==> src/rtl/pngenc_pkg.sv <==
// Shared types, constants and helper functions of the PNG stored-deflate encoder.
package pngenc_pkg;

  localparam int CFG_W          = 13;
  localparam int CFG_IDX_W      = 2;
  localparam int RAWL_W         = 26;
  localparam int MAX_RESULTS    = 52;
  localparam int OCNT_W         = 6;
  localparam int ADLER_MOD      = 65521;
  localparam int QUEUE_DEPTH    = 2;
  localparam int DEF_MAX_WIDTH  = 4096;
  localparam int DEF_MAX_HEIGHT = 4096;
  localparam int DEF_BLOCK_MAX  = 65535;

  localparam logic [CFG_W-1:0] DEF_WIDTH  = 13'd256;
  localparam logic [CFG_W-1:0] DEF_HEIGHT = 13'd240;

  localparam logic [CFG_IDX_W-1:0] CFG_IDX_WIDTH  = 2'd0;
  localparam logic [CFG_IDX_W-1:0] CFG_IDX_HEIGHT = 2'd1;

  localparam logic [31:0] CRC_POLY  = 32'hEDB88320;
  localparam logic [31:0] CRC_INIT  = 32'hFFFFFFFF;
  localparam logic [31:0] TYPE_IHDR = 32'h49484452;
  localparam logic [31:0] TYPE_IDAT = 32'h49444154;
  localparam logic [31:0] TYPE_IEND = 32'h49454E44;

  localparam logic [7:0] ZLIB_CMF       = 8'h78;
  localparam logic [7:0] ZLIB_FLG       = 8'h01;
  localparam logic [7:0] BIT_DEPTH      = 8'd8;
  localparam logic [7:0] COLOR_TYPE_RGB = 8'd2;
  localparam logic [7:0] HDR_DATA_LEN   = 8'd13;

  typedef struct packed {
    logic [7:0] red;
    logic [7:0] green;
    logic [7:0] blue;
  } pix_t;

  typedef enum logic [5:0] {
    ST_IDLE  = 6'b000001,
    ST_HEAD  = 6'b000010,
    ST_BHDR  = 6'b000100,
    ST_DATA  = 6'b001000,
    ST_TRAIL = 6'b010000,
    ST_FLUSH = 6'b100000
  } seq_state_t;

  typedef enum logic [4:0] {
    DV_IDLE = 5'b00001,
    DV_MUL  = 5'b00010,
    DV_LOAD = 5'b00100,
    DV_DIV  = 5'b01000,
    DV_FIN  = 5'b10000
  } div_state_t;

  function automatic logic [7:0] magic_byte(logic [2:0] i);
    logic [7:0] r;
    case (i)
      3'd0:    r = 8'h89;
      3'd1:    r = 8'h50;
      3'd2:    r = 8'h4E;
      3'd3:    r = 8'h47;
      3'd4:    r = 8'h0D;
      3'd5:    r = 8'h0A;
      3'd6:    r = 8'h1A;
      default: r = 8'h0A;
    endcase
    return r;
  endfunction

  function automatic logic [7:0] be_byte(logic [31:0] w, logic [1:0] k);
    logic [7:0] r;
    case (k)
      2'd0:    r = w[31:24];
      2'd1:    r = w[23:16];
      2'd2:    r = w[15:8];
      default: r = w[7:0];
    endcase
    return r;
  endfunction

  function automatic logic [31:0] crc_byte(logic [31:0] c, logic [7:0] b);
    logic [31:0] x;
    x = c ^ {24'd0, b};
    for (int k = 0; k < 8; k++) begin
      x = x[0] ? (CRC_POLY ^ (x >> 1)) : (x >> 1);
    end
    return x;
  endfunction

  function automatic logic [CFG_W-1:0] clamp_dim(logic [CFG_W-1:0] v, int hi);
    logic [CFG_W-1:0] r;
    r = v;
    if (v == '0) begin
      r = CFG_W'(1);
    end else if (int'(v) > hi) begin
      r = CFG_W'(hi);
    end
    return r;
  endfunction

endpackage

==> src/rtl/pngenc_if.sv <==
// Valid/ready channel interfaces for pixels in and file bytes out.
interface pngenc_pix_if;
  logic       valid;
  logic       ready;
  logic [7:0] red;
  logic [7:0] green;
  logic [7:0] blue;

  modport source (output valid, output red, output green, output blue, input ready);
  modport sink (input valid, input red, input green, input blue, output ready);
endinterface

interface pngenc_byte_if;
  logic       valid;
  logic       ready;
  logic [7:0] out_byte;
  logic       run_last;
  logic       file_end;

  modport source (output valid, output out_byte, output run_last, output file_end, input ready);
  modport sink (input valid, input out_byte, input run_last, input file_end, output ready);
endinterface

==> src/rtl/pngenc_queue.sv <==
// Front end: accepts pixels and holds them in a two-entry queue for the byte sequencer.
module pngenc_queue import pngenc_pkg::*; (
  input  logic          clk,
  input  logic          rst_n,
  pngenc_pix_if.sink    in_pix,
  output logic          q_valid,
  output pix_t          q_data,
  input  logic          q_pop
);

  localparam int AW = $clog2(QUEUE_DEPTH);

  pix_t            mem_r [QUEUE_DEPTH];
  logic [AW-1:0]   wp_r;
  logic [AW-1:0]   rp_r;
  logic [AW:0]     cnt_r;
  logic            push;
  logic            pop;

  assign in_pix.ready = (cnt_r != (AW+1)'(QUEUE_DEPTH));
  assign q_valid      = (cnt_r != '0);
  assign q_data       = mem_r[rp_r];
  assign push         = in_pix.valid && in_pix.ready;
  assign pop          = q_pop && q_valid;

  always_ff @(posedge clk) begin
    if (!rst_n) begin
      wp_r  <= '0;
      rp_r  <= '0;
      cnt_r <= '0;
    end else begin
      if (push) begin
        wp_r <= wp_r + AW'(1);
      end
      if (pop) begin
        rp_r <= rp_r + AW'(1);
      end
      if (push && !pop) begin
        cnt_r <= cnt_r + (AW+1)'(1);
      end else if (pop && !push) begin
        cnt_r <= cnt_r - (AW+1)'(1);
      end
    end
  end

  always_ff @(posedge clk) begin
    if (push) begin
      mem_r[wp_r] <= '{red: in_pix.red, green: in_pix.green, blue: in_pix.blue};
    end
  end

endmodule

==> src/rtl/pngenc_div.sv <==
// Frame length unit: raw size, stored block count by reciprocal multiplication, IDAT length.
module pngenc_div import pngenc_pkg::*; #(
  parameter int BLOCK_MAX = DEF_BLOCK_MAX,
  parameter int RAW_W     = 28
) (
  input  logic             clk,
  input  logic             rst_n,
  input  logic             start,
  input  logic [CFG_W-1:0] w_i,
  input  logic [CFG_W-1:0] h_i,
  output logic             done,
  output logic [RAW_W-1:0] raw_o,
  output logic [31:0]      len_o
);

  localparam int BW = $clog2(BLOCK_MAX + 1);
  localparam int NW = ((RAW_W > BW) ? RAW_W : BW) + 1;
  localparam int SH = NW + $clog2(BLOCK_MAX);
  localparam int MW = NW + 2;
  localparam int PW = NW + MW;
  localparam longint unsigned RECIP =
    ((longint'(1) << SH) + longint'(BLOCK_MAX) - longint'(1)) / longint'(BLOCK_MAX);
  localparam logic [MW-1:0] RECIP_M = MW'(RECIP);

  div_state_t        st_r;
  logic              done_r;
  logic [CFG_W-1:0]  w_r;
  logic [CFG_W-1:0]  h_r;
  logic [RAW_W-1:0]  raw_r;
  logic [NW-1:0]     num_r;
  logic [NW-1:0]     quot_r;
  logic [31:0]       len_r;
  logic [14:0]       mfac;
  logic [27:0]       prod;
  logic [PW-1:0]     qprod;

  // The block count is the rounded-up quotient, taken exactly by a scaled reciprocal.
  assign mfac  = {2'b0, w_r} + {1'b0, w_r, 1'b0} + 15'd1;
  assign prod  = 28'(h_r) * 28'(mfac);
  assign qprod = PW'(num_r) * PW'(RECIP_M);

  assign done  = done_r;
  assign raw_o = raw_r;
  assign len_o = len_r;

  always_ff @(posedge clk) begin
    if (!rst_n) begin
      st_r   <= DV_IDLE;
      done_r <= 1'b0;
    end else if (start) begin
      st_r   <= DV_MUL;
      done_r <= 1'b0;
    end else begin
      unique case (st_r)
        DV_IDLE: ;
        DV_MUL:  st_r <= DV_LOAD;
        DV_LOAD: st_r <= DV_DIV;
        DV_DIV:  st_r <= DV_FIN;
        DV_FIN: begin
          done_r <= 1'b1;
          st_r   <= DV_IDLE;
        end
        default: st_r <= DV_IDLE;
      endcase
    end
  end

  always_ff @(posedge clk) begin
    if (start) begin
      w_r <= w_i;
      h_r <= h_i;
    end
    if (st_r == DV_MUL) begin
      raw_r <= RAW_W'(prod);
    end
    if (st_r == DV_LOAD) begin
      num_r <= NW'(raw_r) + NW'(BLOCK_MAX - 1);
    end
    if (st_r == DV_DIV) begin
      quot_r <= NW'(qprod >> SH);
    end
    if (st_r == DV_FIN) begin
      len_r <= 32'd6 + (32'(quot_r) << 2) + 32'(quot_r) + 32'(raw_r);
    end
  end

endmodule

==> src/rtl/pngenc_seq.sv <==
// Back end: byte sequencer with chunk CRC, Adler-32, stored block framing and output register.
module pngenc_seq import pngenc_pkg::*; #(
  parameter int MAX_WIDTH  = DEF_MAX_WIDTH,
  parameter int MAX_HEIGHT = DEF_MAX_HEIGHT,
  parameter int BLOCK_MAX  = DEF_BLOCK_MAX,
  parameter int RAW_W      = 28
) (
  input  logic             clk,
  input  logic             rst_n,
  input  logic [CFG_W-1:0] cfg_width,
  input  logic [CFG_W-1:0] cfg_height,
  input  logic             q_valid,
  input  pix_t             q_data,
  output logic             q_pop,
  output logic             div_start,
  output logic [CFG_W-1:0] div_w,
  output logic [CFG_W-1:0] div_h,
  input  logic             div_done,
  input  logic [RAW_W-1:0] div_raw,
  input  logic [31:0]      div_len,
  pngenc_byte_if.source    out_bytes
);

  localparam int BW    = $clog2(BLOCK_MAX + 1);
  localparam int IDX_W = 6;

  localparam logic [IDX_W-1:0] HEAD_LEN_IDX  = 6'd33;
  localparam logic [IDX_W-1:0] HEAD_END_IDX  = 6'd42;
  localparam logic [IDX_W-1:0] BHDR_END_IDX  = 6'd4;
  localparam logic [IDX_W-1:0] TRAIL_END_IDX = 6'd19;

  localparam logic [1:0] COMP_FILTER = 2'd0;
  localparam logic [1:0] COMP_RED    = 2'd1;
  localparam logic [1:0] COMP_GREEN  = 2'd2;
  localparam logic [1:0] COMP_BLUE   = 2'd3;

  localparam logic [RAWL_W-1:0] BLK_L        = RAWL_W'(BLOCK_MAX);
  localparam logic [OCNT_W-1:0] OCNT_MAX     = OCNT_W'(MAX_RESULTS);
  localparam logic [OCNT_W-1:0] OCNT_LASTPOS = OCNT_W'(MAX_RESULTS - 1);
  localparam logic [16:0]       AMOD         = 17'(ADLER_MOD);

  seq_state_t         state_r, state_nxt;
  logic [IDX_W-1:0]   idx_r, idx_nxt;
  logic [1:0]         comp_r, comp_nxt;
  pix_t               pix_r, pix_nxt;
  logic [31:0]        crc_r, crc_nxt;
  logic [15:0]        alo_r, alo_nxt;
  logic [15:0]        ahi_r, ahi_nxt;
  logic [CFG_W-1:0]   col_r, col_nxt;
  logic [BW-1:0]      blk_r, blk_nxt;
  logic [RAWL_W-1:0]  rawl_r, rawl_nxt;
  logic               frm_r, frm_nxt;
  logic [OCNT_W-1:0]  ocnt_r, ocnt_nxt;
  logic [7:0]         hold_r, hold_nxt;
  logic               hold_v_r, hold_v_nxt;
  logic               ended_r, ended_nxt;
  logic [CFG_W-1:0]   w_r, w_nxt;
  logic [CFG_W-1:0]   h_r, h_nxt;
  logic               ov_r, ov_nxt;
  logic [7:0]         ob_r, ob_nxt;
  logic               orl_r, orl_nxt;
  logic               ofe_r, ofe_nxt;

  logic               gen;
  logic [7:0]         b;
  logic               crc_on;
  logic               crc_rst;
  logic               more;
  logic               keep;
  logic               last_pos;
  logic               to_out;
  logic               to_hold;
  logic               slot;
  logic               adv;
  logic               step_done;
  logic               start;
  logic [CFG_W-1:0]   wlive;
  logic [BW-1:0]      blk_n;
  logic [15:0]        n16;
  logic [31:0]        crc_in;
  logic [16:0]        s1;
  logic [15:0]        lo_n;
  logic [16:0]        s2;
  logic [CFG_W:0]     c1;
  logic [31:0]        raw32;

  assign wlive = clamp_dim(cfg_width, MAX_WIDTH);
  assign blk_n = (rawl_r <= BLK_L) ? BW'(rawl_r) : BW'(BLOCK_MAX);
  assign n16   = 16'(blk_n);
  assign raw32 = 32'(div_raw);
  assign s1    = {1'b0, alo_r} + 17'(b);
  assign lo_n  = (s1 >= AMOD) ? 16'(s1 - AMOD) : 16'(s1);
  assign s2    = {1'b0, ahi_r} + {1'b0, lo_n};
  assign c1    = {1'b0, col_r} + (CFG_W+1)'(1);
  assign crc_in = crc_rst ? CRC_INIT : crc_r;

  assign div_w = clamp_dim(cfg_width, MAX_WIDTH);
  assign div_h = clamp_dim(cfg_height, MAX_HEIGHT);

  always_comb begin
    gen     = 1'b0;
    b       = 8'd0;
    crc_on  = 1'b0;
    crc_rst = 1'b0;
    more    = 1'b1;
    unique case (state_r)
      ST_HEAD: begin
        gen     = !((idx_r == HEAD_LEN_IDX) && !div_done);
        crc_on  = ((idx_r >= 6'd12) && (idx_r <= 6'd28)) || (idx_r >= 6'd37);
        crc_rst = (idx_r == 6'd12) || (idx_r == 6'd37);
        unique case (idx_r) inside
          [6'd0:6'd7]:   b = magic_byte(idx_r[2:0]);
          [6'd8:6'd10]:  b = 8'd0;
          6'd11:         b = HDR_DATA_LEN;
          [6'd12:6'd15]: b = be_byte(TYPE_IHDR, idx_r[1:0]);
          [6'd16:6'd19]: b = be_byte(32'(w_r), idx_r[1:0]);
          [6'd20:6'd23]: b = be_byte(32'(h_r), idx_r[1:0]);
          6'd24:         b = BIT_DEPTH;
          6'd25:         b = COLOR_TYPE_RGB;
          [6'd26:6'd28]: b = 8'd0;
          [6'd29:6'd32]: b = be_byte(~crc_r, 2'(idx_r - 6'd29));
          [6'd33:6'd36]: b = be_byte(div_len, 2'(idx_r - 6'd33));
          [6'd37:6'd40]: b = be_byte(TYPE_IDAT, 2'(idx_r - 6'd37));
          6'd41:         b = ZLIB_CMF;
          default:       b = ZLIB_FLG;
        endcase
      end
      ST_BHDR: begin
        gen    = 1'b1;
        crc_on = 1'b1;
        case (idx_r)
          6'd0:    b = {7'd0, (rawl_r <= BLK_L)};
          6'd1:    b = n16[7:0];
          6'd2:    b = n16[15:8];
          6'd3:    b = ~n16[7:0];
          default: b = ~n16[15:8];
        endcase
      end
      ST_DATA: begin
        gen    = (blk_r != '0);
        crc_on = 1'b1;
        more   = !((comp_r == COMP_BLUE) && (rawl_r != RAWL_W'(1)));
        case (comp_r)
          COMP_FILTER: b = 8'd0;
          COMP_RED:    b = pix_r.red;
          COMP_GREEN:  b = pix_r.green;
          default:     b = pix_r.blue;
        endcase
      end
      ST_TRAIL: begin
        gen     = 1'b1;
        crc_on  = (idx_r < 6'd4) || ((idx_r >= 6'd12) && (idx_r <= 6'd15));
        crc_rst = (idx_r == 6'd12);
        more    = (idx_r != TRAIL_END_IDX);
        case (idx_r[4:2])
          3'd0:    b = be_byte({ahi_r, alo_r}, idx_r[1:0]);
          3'd1:    b = be_byte(~crc_r, idx_r[1:0]);
          3'd2:    b = 8'd0;
          3'd3:    b = be_byte(TYPE_IEND, idx_r[1:0]);
          default: b = be_byte(~crc_r, idx_r[1:0]);
        endcase
      end
      default: ;
    endcase
  end

  assign keep     = (ocnt_r < OCNT_MAX);
  assign last_pos = (ocnt_r == OCNT_LASTPOS);
  assign to_out   = gen && keep && !(last_pos && more);
  assign to_hold  = gen && keep && last_pos && more;
  assign slot     = !ov_r || out_bytes.ready;
  assign adv      = gen && (!to_out || slot);

  always_comb begin
    state_nxt  = state_r;
    idx_nxt    = idx_r;
    comp_nxt   = comp_r;
    pix_nxt    = pix_r;
    crc_nxt    = crc_r;
    alo_nxt    = alo_r;
    ahi_nxt    = ahi_r;
    col_nxt    = col_r;
    blk_nxt    = blk_r;
    rawl_nxt   = rawl_r;
    frm_nxt    = frm_r;
    ocnt_nxt   = ocnt_r;
    hold_nxt   = hold_r;
    hold_v_nxt = hold_v_r;
    ended_nxt  = ended_r;
    w_nxt      = w_r;
    h_nxt      = h_r;
    ov_nxt     = ov_r;
    ob_nxt     = ob_r;
    orl_nxt    = orl_r;
    ofe_nxt    = ofe_r;
    step_done  = 1'b0;
    div_start  = 1'b0;

    if (ov_r && out_bytes.ready) begin
      ov_nxt = 1'b0;
    end

    if (adv) begin
      if (crc_on) begin
        crc_nxt = crc_byte(crc_in, b);
      end
      if (keep) begin
        ocnt_nxt = ocnt_r + OCNT_W'(1);
      end
      if (to_out) begin
        ov_nxt  = 1'b1;
        ob_nxt  = b;
        orl_nxt = !more;
        ofe_nxt = !more && (state_r == ST_TRAIL);
      end
      if (to_hold) begin
        hold_nxt   = b;
        hold_v_nxt = 1'b1;
      end
      if (!more) begin
        if (hold_v_r) begin
          state_nxt = ST_FLUSH;
        end else begin
          step_done = 1'b1;
        end
      end
      unique case (state_r)
        ST_HEAD: begin
          idx_nxt = idx_r + IDX_W'(1);
          if (idx_r == HEAD_END_IDX) begin
            alo_nxt  = 16'd1;
            ahi_nxt  = 16'd0;
            col_nxt  = '0;
            blk_nxt  = '0;
            rawl_nxt = raw32[RAWL_W-1:0];
            frm_nxt  = 1'b1;
            idx_nxt  = '0;
            if (raw32[RAWL_W-1:0] == '0) begin
              state_nxt = ST_TRAIL;
              ended_nxt = 1'b1;
            end else begin
              state_nxt = ST_DATA;
              comp_nxt  = COMP_FILTER;
            end
          end
        end
        ST_BHDR: begin
          idx_nxt = idx_r + IDX_W'(1);
          if (idx_r == BHDR_END_IDX) begin
            blk_nxt   = blk_n;
            state_nxt = ST_DATA;
          end
        end
        ST_DATA: begin
          alo_nxt  = lo_n;
          ahi_nxt  = (s2 >= AMOD) ? 16'(s2 - AMOD) : 16'(s2);
          blk_nxt  = blk_r - BW'(1);
          rawl_nxt = rawl_r - RAWL_W'(1);
          if (rawl_r == RAWL_W'(1)) begin
            state_nxt = ST_TRAIL;
            idx_nxt   = '0;
            ended_nxt = 1'b1;
          end else if (comp_r == COMP_BLUE) begin
            col_nxt = (c1 >= {1'b0, wlive}) ? '0 : CFG_W'(c1);
          end else begin
            comp_nxt = comp_r + 2'd1;
          end
        end
        ST_TRAIL: begin
          idx_nxt = idx_r + IDX_W'(1);
          if (idx_r == TRAIL_END_IDX) begin
            frm_nxt = 1'b0;
            col_nxt = '0;
            blk_nxt = '0;
          end
        end
        default: ;
      endcase
    end else if ((state_r == ST_DATA) && (blk_r == '0)) begin
      state_nxt = ST_BHDR;
      idx_nxt   = '0;
    end else if ((state_r == ST_FLUSH) && slot) begin
      ov_nxt     = 1'b1;
      ob_nxt     = hold_r;
      orl_nxt    = 1'b1;
      ofe_nxt    = ended_r;
      hold_v_nxt = 1'b0;
      step_done  = 1'b1;
    end

    if (step_done) begin
      state_nxt = ST_IDLE;
    end

    start = ((state_r == ST_IDLE) || step_done) && q_valid;
    if (start) begin
      pix_nxt    = q_data;
      ocnt_nxt   = '0;
      hold_v_nxt = 1'b0;
      ended_nxt  = 1'b0;
      idx_nxt    = '0;
      if (!frm_nxt) begin
        state_nxt = ST_HEAD;
        w_nxt     = div_w;
        h_nxt     = div_h;
        div_start = 1'b1;
      end else begin
        state_nxt = ST_DATA;
        comp_nxt  = (col_nxt == '0) ? COMP_FILTER : COMP_RED;
      end
    end
    q_pop = start;
  end

  always_ff @(posedge clk) begin
    if (!rst_n) begin
      state_r  <= ST_IDLE;
      idx_r    <= '0;
      comp_r   <= COMP_FILTER;
      crc_r    <= CRC_INIT;
      alo_r    <= 16'd1;
      ahi_r    <= 16'd0;
      col_r    <= '0;
      blk_r    <= '0;
      rawl_r   <= '0;
      frm_r    <= 1'b0;
      ocnt_r   <= '0;
      hold_v_r <= 1'b0;
      ended_r  <= 1'b0;
      ov_r     <= 1'b0;
    end else begin
      state_r  <= state_nxt;
      idx_r    <= idx_nxt;
      comp_r   <= comp_nxt;
      crc_r    <= crc_nxt;
      alo_r    <= alo_nxt;
      ahi_r    <= ahi_nxt;
      col_r    <= col_nxt;
      blk_r    <= blk_nxt;
      rawl_r   <= rawl_nxt;
      frm_r    <= frm_nxt;
      ocnt_r   <= ocnt_nxt;
      hold_v_r <= hold_v_nxt;
      ended_r  <= ended_nxt;
      ov_r     <= ov_nxt;
    end
  end

  always_ff @(posedge clk) begin
    pix_r  <= pix_nxt;
    hold_r <= hold_nxt;
    w_r    <= w_nxt;
    h_r    <= h_nxt;
    ob_r   <= ob_nxt;
    orl_r  <= orl_nxt;
    ofe_r  <= ofe_nxt;
  end

  assign out_bytes.valid    = ov_r;
  assign out_bytes.out_byte = ob_r;
  assign out_bytes.run_last = orl_r;
  assign out_bytes.file_end = ofe_r;

`ifndef SYNTHESIS
  a_ocnt_bound: assert property (@(posedge clk) disable iff (!rst_n)
    ocnt_r <= OCNT_MAX) else $error("Per-pixel byte count exceeded its limit.");
  a_hold_full: assert property (@(posedge clk) disable iff (!rst_n)
    hold_v_r |-> (ocnt_r == OCNT_MAX)) else $error("Held byte without a full result count.");
  a_flush_hold: assert property (@(posedge clk) disable iff (!rst_n)
    (state_r == ST_FLUSH) |-> hold_v_r) else $error("Flush state entered with no held byte.");
  a_end_last: assert property (@(posedge clk) disable iff (!rst_n)
    (ov_r && ofe_r) |-> orl_r) else $error("File end byte not marked as last of its pixel.");
  a_len_ready: assert property (@(posedge clk) disable iff (!rst_n)
    ((state_r == ST_HEAD) && (idx_r > HEAD_LEN_IDX)) |-> div_done)
    else $error("Header passed the IDAT length before it was computed.");
`endif

endmodule

==> src/rtl/png_stored_deflate_encoder_top.sv <==
// Top level of the PNG stored-deflate encoder: configuration registers and unit wiring.
//
// Pixels enter in raster order and the block emits the PNG file one byte per transaction,
// at most one byte per cycle from the sequencer into the output register. A pixel causes
// three bytes, four at the start of a row. The first pixel of a frame adds 43 header
// bytes; the IDAT length comes from the length unit, which steps through its multiply,
// load, divide and finish states and is done long before the header reaches that byte.
// Each stored block adds five header bytes, and the switch into its header makes no byte;
// the last pixel adds 20 trailer bytes. Bytes beyond the 52nd of one pixel are still
// generated but not emitted; the held 52nd byte goes out from the flush state after them.
// A two-entry input queue lets pixels arrive while the sequencer works on earlier ones.
module png_stored_deflate_encoder_top import pngenc_pkg::*; #(
  parameter int MAX_WIDTH  = DEF_MAX_WIDTH,
  parameter int MAX_HEIGHT = DEF_MAX_HEIGHT,
  parameter int BLOCK_MAX  = DEF_BLOCK_MAX
) (
  input  logic                 clk,
  input  logic                 rst_n,
  input  logic                 cfg_we,
  input  logic [CFG_IDX_W-1:0] cfg_idx,
  input  logic [CFG_W-1:0]     cfg_data,
  pngenc_pix_if.sink           in_pix,
  pngenc_byte_if.source        out_bytes
);

  localparam int CFG_MAXV = (1 << CFG_W) - 1;
  localparam int EFF_W    = (MAX_WIDTH < CFG_MAXV) ? MAX_WIDTH : CFG_MAXV;
  localparam int EFF_H    = (MAX_HEIGHT < CFG_MAXV) ? MAX_HEIGHT : CFG_MAXV;
  localparam int RAW_MAX  = EFF_H * (1 + 3 * EFF_W);
  localparam int RAW_W    = $clog2(RAW_MAX + 1);

  logic [CFG_W-1:0] width_r;
  logic [CFG_W-1:0] height_r;
  logic             q_valid;
  pix_t             q_data;
  logic             q_pop;
  logic             div_start;
  logic [CFG_W-1:0] div_w;
  logic [CFG_W-1:0] div_h;
  logic             div_done;
  logic [RAW_W-1:0] div_raw;
  logic [31:0]      div_len;

  always_ff @(posedge clk) begin
    if (!rst_n) begin
      width_r  <= DEF_WIDTH;
      height_r <= DEF_HEIGHT;
    end else if (cfg_we) begin
      unique case (cfg_idx)
        CFG_IDX_WIDTH:  width_r  <= cfg_data;
        CFG_IDX_HEIGHT: height_r <= cfg_data;
        default: ;
      endcase
    end
  end

  pngenc_queue u_queue (
    .clk     (clk),
    .rst_n   (rst_n),
    .in_pix  (in_pix),
    .q_valid (q_valid),
    .q_data  (q_data),
    .q_pop   (q_pop)
  );

  pngenc_div #(
    .BLOCK_MAX (BLOCK_MAX),
    .RAW_W     (RAW_W)
  ) u_div (
    .clk   (clk),
    .rst_n (rst_n),
    .start (div_start),
    .w_i   (div_w),
    .h_i   (div_h),
    .done  (div_done),
    .raw_o (div_raw),
    .len_o (div_len)
  );

  pngenc_seq #(
    .MAX_WIDTH  (MAX_WIDTH),
    .MAX_HEIGHT (MAX_HEIGHT),
    .BLOCK_MAX  (BLOCK_MAX),
    .RAW_W      (RAW_W)
  ) u_seq (
    .clk        (clk),
    .rst_n      (rst_n),
    .cfg_width  (width_r),
    .cfg_height (height_r),
    .q_valid    (q_valid),
    .q_data     (q_data),
    .q_pop      (q_pop),
    .div_start  (div_start),
    .div_w      (div_w),
    .div_h      (div_h),
    .div_done   (div_done),
    .div_raw    (div_raw),
    .div_len    (div_len),
    .out_bytes  (out_bytes)
  );

endmodule

==> src/flat_wrapper.sv <==
// flat-port wrapper written by rule: the top's interface ports become plain ports
module png_stored_deflate_encoder_top_flat import pngenc_pkg::*;
#(
  parameter int MAX_WIDTH  = DEF_MAX_WIDTH,
  parameter int MAX_HEIGHT = DEF_MAX_HEIGHT,
  parameter int BLOCK_MAX  = DEF_BLOCK_MAX
)
  (clk, rst_n, cfg_we, cfg_idx, cfg_data, in_pix_valid, in_pix_red, in_pix_green, in_pix_blue, in_pix_ready, out_bytes_valid, out_bytes_out_byte, out_bytes_run_last, out_bytes_file_end, out_bytes_ready);
  pngenc_pix_if in_pix_i ();
  pngenc_byte_if out_bytes_i ();
  input  logic clk;
  input  logic rst_n;
  input  logic cfg_we;
  input  logic [CFG_IDX_W-1:0] cfg_idx;
  input  logic [CFG_W-1:0] cfg_data;
  input wire logic [$bits(in_pix_i.valid)-1:0] in_pix_valid;
  input wire logic [$bits(in_pix_i.red)-1:0] in_pix_red;
  input wire logic [$bits(in_pix_i.green)-1:0] in_pix_green;
  input wire logic [$bits(in_pix_i.blue)-1:0] in_pix_blue;
  output wire logic [$bits(in_pix_i.ready)-1:0] in_pix_ready;
  output wire logic [$bits(out_bytes_i.valid)-1:0] out_bytes_valid;
  output wire logic [$bits(out_bytes_i.out_byte)-1:0] out_bytes_out_byte;
  output wire logic [$bits(out_bytes_i.run_last)-1:0] out_bytes_run_last;
  output wire logic [$bits(out_bytes_i.file_end)-1:0] out_bytes_file_end;
  input wire logic [$bits(out_bytes_i.ready)-1:0] out_bytes_ready;
  assign in_pix_i.valid = in_pix_valid;
  assign in_pix_i.red = in_pix_red;
  assign in_pix_i.green = in_pix_green;
  assign in_pix_i.blue = in_pix_blue;
  assign in_pix_ready = in_pix_i.ready;
  assign out_bytes_valid = out_bytes_i.valid;
  assign out_bytes_out_byte = out_bytes_i.out_byte;
  assign out_bytes_run_last = out_bytes_i.run_last;
  assign out_bytes_file_end = out_bytes_i.file_end;
  assign out_bytes_i.ready = out_bytes_ready;
  png_stored_deflate_encoder_top #(.MAX_WIDTH(MAX_WIDTH), .MAX_HEIGHT(MAX_HEIGHT), .BLOCK_MAX(BLOCK_MAX)) u_core (.clk(clk), .rst_n(rst_n), .cfg_we(cfg_we), .cfg_idx(cfg_idx), .cfg_data(cfg_data), .in_pix(in_pix_i), .out_bytes(out_bytes_i));
endmodule
==> config.mk <==
export PLATFORM = sky130hd
export DESIGN_NAME = png_stored_deflate_encoder_top_flat
export DESIGN_NICKNAME = d
export VERILOG_FILES = /design/src/rtl/pngenc_pkg.sv /design/src/rtl/pngenc_if.sv /design/src/rtl/pngenc_queue.sv /design/src/rtl/pngenc_div.sv /design/src/rtl/pngenc_seq.sv /design/src/rtl/png_stored_deflate_encoder_top.sv /design/src/flat_wrapper.sv
export SDC_FILE = /design/constraint.sdc
export NUM_CORES = 2
export LEC_CHECK = 0
export ABC_AREA = 1
export BUFFER_PORTS_ARGS = -buffer_cell sky130_fd_sc_hd__buf_2
export CAP_MARGIN = 15
export CORE_MARGIN = 10
export CORE_UTILIZATION = 40
export CTS_BUF_LIST = sky130_fd_sc_hd__clkbuf_8
export CTS_CLUSTER_SIZE = 10
export DETAILED_ROUTE_END_ITERATION = 10
export PLACE_DENSITY_LB_ADDON = 0.12
export SLEW_MARGIN = 10
export SYNTH_ARGS = -nofsm -noshare
export SYNTH_HDL_FRONTEND = slang
export SYNTH_HIERARCHICAL = 1
export SYNTH_SLANG_ARGS = --single-unit
==> constraint.sdc <==
create_clock -name clk -period 9.5 [get_ports clk]
set_clock_uncertainty 0.15 [all_clocks]
set_input_delay 1.9 -clock clk [delete_from_list [all_inputs] [get_ports clk]]
set_output_delay 1.9 -clock clk [all_outputs]
set_load 0.02 [all_outputs]
==> impl_metrics.json <==
{
  "area_growth_pct": 8.128,
  "clkTransAtPathRegs_ns": 0.06,
  "wire_per_inst_um": 18.42,
  "drive_above_1_share_pct": 8.347,
  "clockBufferDepth": 3,
  "grtUsageMet2_pct": 32.30,
  "root_buffer": "clkbuf_8",
  "seq_area_frac_synth_pct": 29.95,
  "ys.flop_type": "edfxtp_1",
  "synth_edf_count": 234,
  "cts_max_level": 3,
  "die_h_um": 317.9,
  "drt_pass1_iterations": 7,
  "period_share_pct": 84.59,
  "synthArstFlopShare_pct": 0,
  "syn-cell-area_mm2": 0.03550,
  "cts_tree": "built",
  "criticalPathCategory": "reg -> reg",
  "vias": 31240,
  "top_usage_layer": "met2",
  "clkLatencyLatePin_ns": 0.70,
  "finalNetCount": 5216,
  "drtIter0Drc": 2724,
  "crit_top_cell": "nand2_1",
  "endpoint_kind": "flip-flop",
  "ys_ff_latch": 414,
  "clock.fmax_ghz": 0.1244,
  "cap_violations": 0,
  "ant_nets": 0,
  "critPathMaxFanout": 27,
  "grt-ovfl-total": 0,
  "slowest_stage": "ha_1",
  "rsz0062_at_grt": "false",
  "clock-sinks": 414,
  "port_buffers": 55,
  "ff2ff_setup_slack_ns": 1.46,
  "hold_class": "reg -> reg",
  "r2r_cells": 42,
  "totalWireLength_um": 110200,
  "cp.required_ns": 9.97,
  "fin_worst_hold_slack_ns": 0.3080,
  "synth_cells": 4708,
  "layout_min_cycle_time_ns": 8.036,
  "worst_slew_pin_slew_ns": 1.071,
  "finalSetupViolCount": 0,
  "cts_hold_buf": 0,
  "cp-start-kind": "flip-flop",
  "die_area_mm2": 0.1011,
  "startpoint": "u_core/u_seq/idx_r[0]",
  "yosys.area.top_type": "edfxtp_1",
  "finalSetupTns_ns": 0,
  "r2r-start": "u_core/u_seq/idx_r[0]",
  "grt_pass1_wl_um": 172300,
  "synth_top_area_share_pct": 19.79,
  "core_mm2": 0.08824,
  "place_congestion": 0.9131,
  "crit_path_max_incr_delay_ns": 0.71,
  "syn_avg_cell_area_um2": 7.540,
  "post_cts_resized": 0,
  "grt_util_met3_pct": 2.991,
  "drc": 0,
  "dp_hpwl_um": 85570,
  "post-place-cells": 5836,
  "vias_per_cell": 5.221,
  "crit_path_end": "u_core/u_seq/ahi_r[2]",
  "slew-limit-headroom_pct": 28.52,
  "synthTopCellsByArea": "edfxtp_1 (20%), nand2_1 (12%), dfxtp_1 (10%)",
  "grt_pass1_vias": 29673,
  "antenna_found_initial": 1,
  "io_pins": 56,
  "numCtsBuffers": 78,
  "fin_cells": 5983,
  "run_status": "finished, final reports clean",
  "use_met1_pct": 31.29,
  "grt_max_degree": 61,
  "netlist-cell-type-count": 82,
  "reg2reg_to": "u_core/u_seq/ahi_r[2]",
  "utilization_pct": 43.50,
  "num_rows": 109,
  "final-max-slew-violation-count": 0,
  "grt_use_total_pct": 21.18,
  "die_w_um": 317.9,
  "ys.warnings.count": 6,
  "hold_viol_final": 0,
  "post_cts_buffers": 0,
  "arrival_ns": 8.51,
  "initial_core_util_pct": 40.23
}
## Yosys cell counts, types with 18 or more instances
cell      instances
xor2_1          107
buf_2            34
nor2_2           25
clkbuf_1         49
o211ai_1         28
edfxtp_1        234
nor4_1           27
fa_1            158
inv_1           651
nand2_1        1119
nor3_1           49
dfxtp_1         180
nor2_1          529
nand4_1          75
nand2_2          37
a21oi_1         272
xnor2_1          24
nand3_2          18
a31oi_1          26
o21ai_1          19
nand3_1         331
mux2_4           20
inv_2            29
o21ai_0         174
ha_1            263
## per-layer routing
layer  vias to the layer above  part of all wire (%)
li1                      15444                     -
met1                     14772                    49
met2                       888                    43
met3                       136                   5.9
met4                         0                   1.8
met5                         -                     0
## layout make-up
class                   count  area [um^2]
fillers                  9129        49850
multi-input cells        3484        21580
flip-flops and latches    414        10630
inverters                 695         2621
well taps                1165         1458
clock buffers              83         1142
clock inverters            62        504.2
repair buffers             78        447.9
diodes                      2        5.005
## worst min path at each step
stage / from / endpoint / slack, ns / cells after the start
floorplan: u_core/u_seq/ended_r / u_core/u_seq/ended_r / 0.28 / 2
global placement: u_core/u_seq/ended_r / u_core/u_seq/ended_r / 0.30 / 2
detailed placement: u_core/u_seq/ended_r / u_core/u_seq/ended_r / 0.30 / 2
CTS: u_core/u_seq/ended_r / u_core/u_seq/ended_r / 0.31 / 2
global route: u_core/u_seq/ended_r / u_core/u_seq/ended_r / 0.35 / 2
finish: u_core/u_seq/ended_r / u_core/u_seq/ended_r / 0.31 / 2
## state kept, by name, summed over array words and instances, names as in the netlist, 8 cells and up, named ones only
register,cells
u_core/u_div/len_o,27
u_core/u_queue/mem_r,48
u_core/u_div/raw_o,26
u_core/height_r,13
u_core/u_seq/h_r,13
u_core/u_seq/out_bytes.out_byte,8
u_core/u_seq/w_r,13
u_core/u_seq/rawl_r,26
u_core/u_div/num_r,27
u_core/u_seq/crc_r,32
u_core/u_seq/blk_r,16
u_core/u_seq/hold_r,8
u_core/u_div/quot_r,12
u_core/u_seq/col_r,13
u_core/u_div/w_r,13
u_core/u_seq/alo_r,16
u_core/u_div/h_r,13
u_core/u_seq/ahi_r,16
u_core/width_r,13
u_core/u_seq/pix_r,24
## kinds of logic (layout without fill, tap and decap cells)
group                    after synthesis  after routing  share of synthesized area, %
multiplexers                          25             25                         1.001
adder cells (fa/ha/maj)              421            421                         18.18
AND/OR/NAND/NOR                     2282           2282                         28.12
AO/OA/AOI/OAI                        613            613                         9.837
buffers and inverters                814            918                         9.358
XOR/XNOR                             138            138                         3.553
flip-flops                           414            414                         29.95
other                                  1              7                       0.01056
## through the flow
step	instance area, um^2	setup slack (ns)
finish	38380	1.464
global route	38380	0.6747
CTS	38380	1.593
detailed placement	36730	1.611
global placement	36730	1.700
floorplan	35510	3.139
## cell usage in the layout (no fill, tap or decap), types with 11 or more instances in the layout
cell type,n
xor2_1,107
xnor2_1,24
inv_1,670
nor2_1,526
or2_2,11
buf_2,55
clkinv_2,13
mux2_4,20
nand3_1,331
a21oi_1,272
o21ai_1,19
a31oi_1,26
nand3_2,18
nor2_2,28
a21o_1,12
nor4_1,26
edfxtp_1,234
nand2_4,12
clkbuf_8,83
a211oi_1,12
nand2_1,1119
nor2_4,13
o21ai_0,174
dfxtp_1,180
ha_1,263
nor3_1,49
nand4_1,75
nand2_2,37
inv_2,31
clkinv_1,25
fa_1,158
o211ai_1,28
buf_4,23
## critical path: cells and delay by family (launching register included)
| family | cells | cell delay [ns] |
|---|---|---|
| buf+inv | 5 | 0.87 |
| flops | 1 | 0.38 |
| xor+xnor | 2 | 0.61 |
| compound gates | 2 | 0.36 |
| simple gates | 29 | 3.72 |
| fa+ha+maj | 4 | 1.85 |
Power is left out: the tool's default activity adds up to more than one toggle a clock period on the data nets, which glitch-free logic cannot reach.
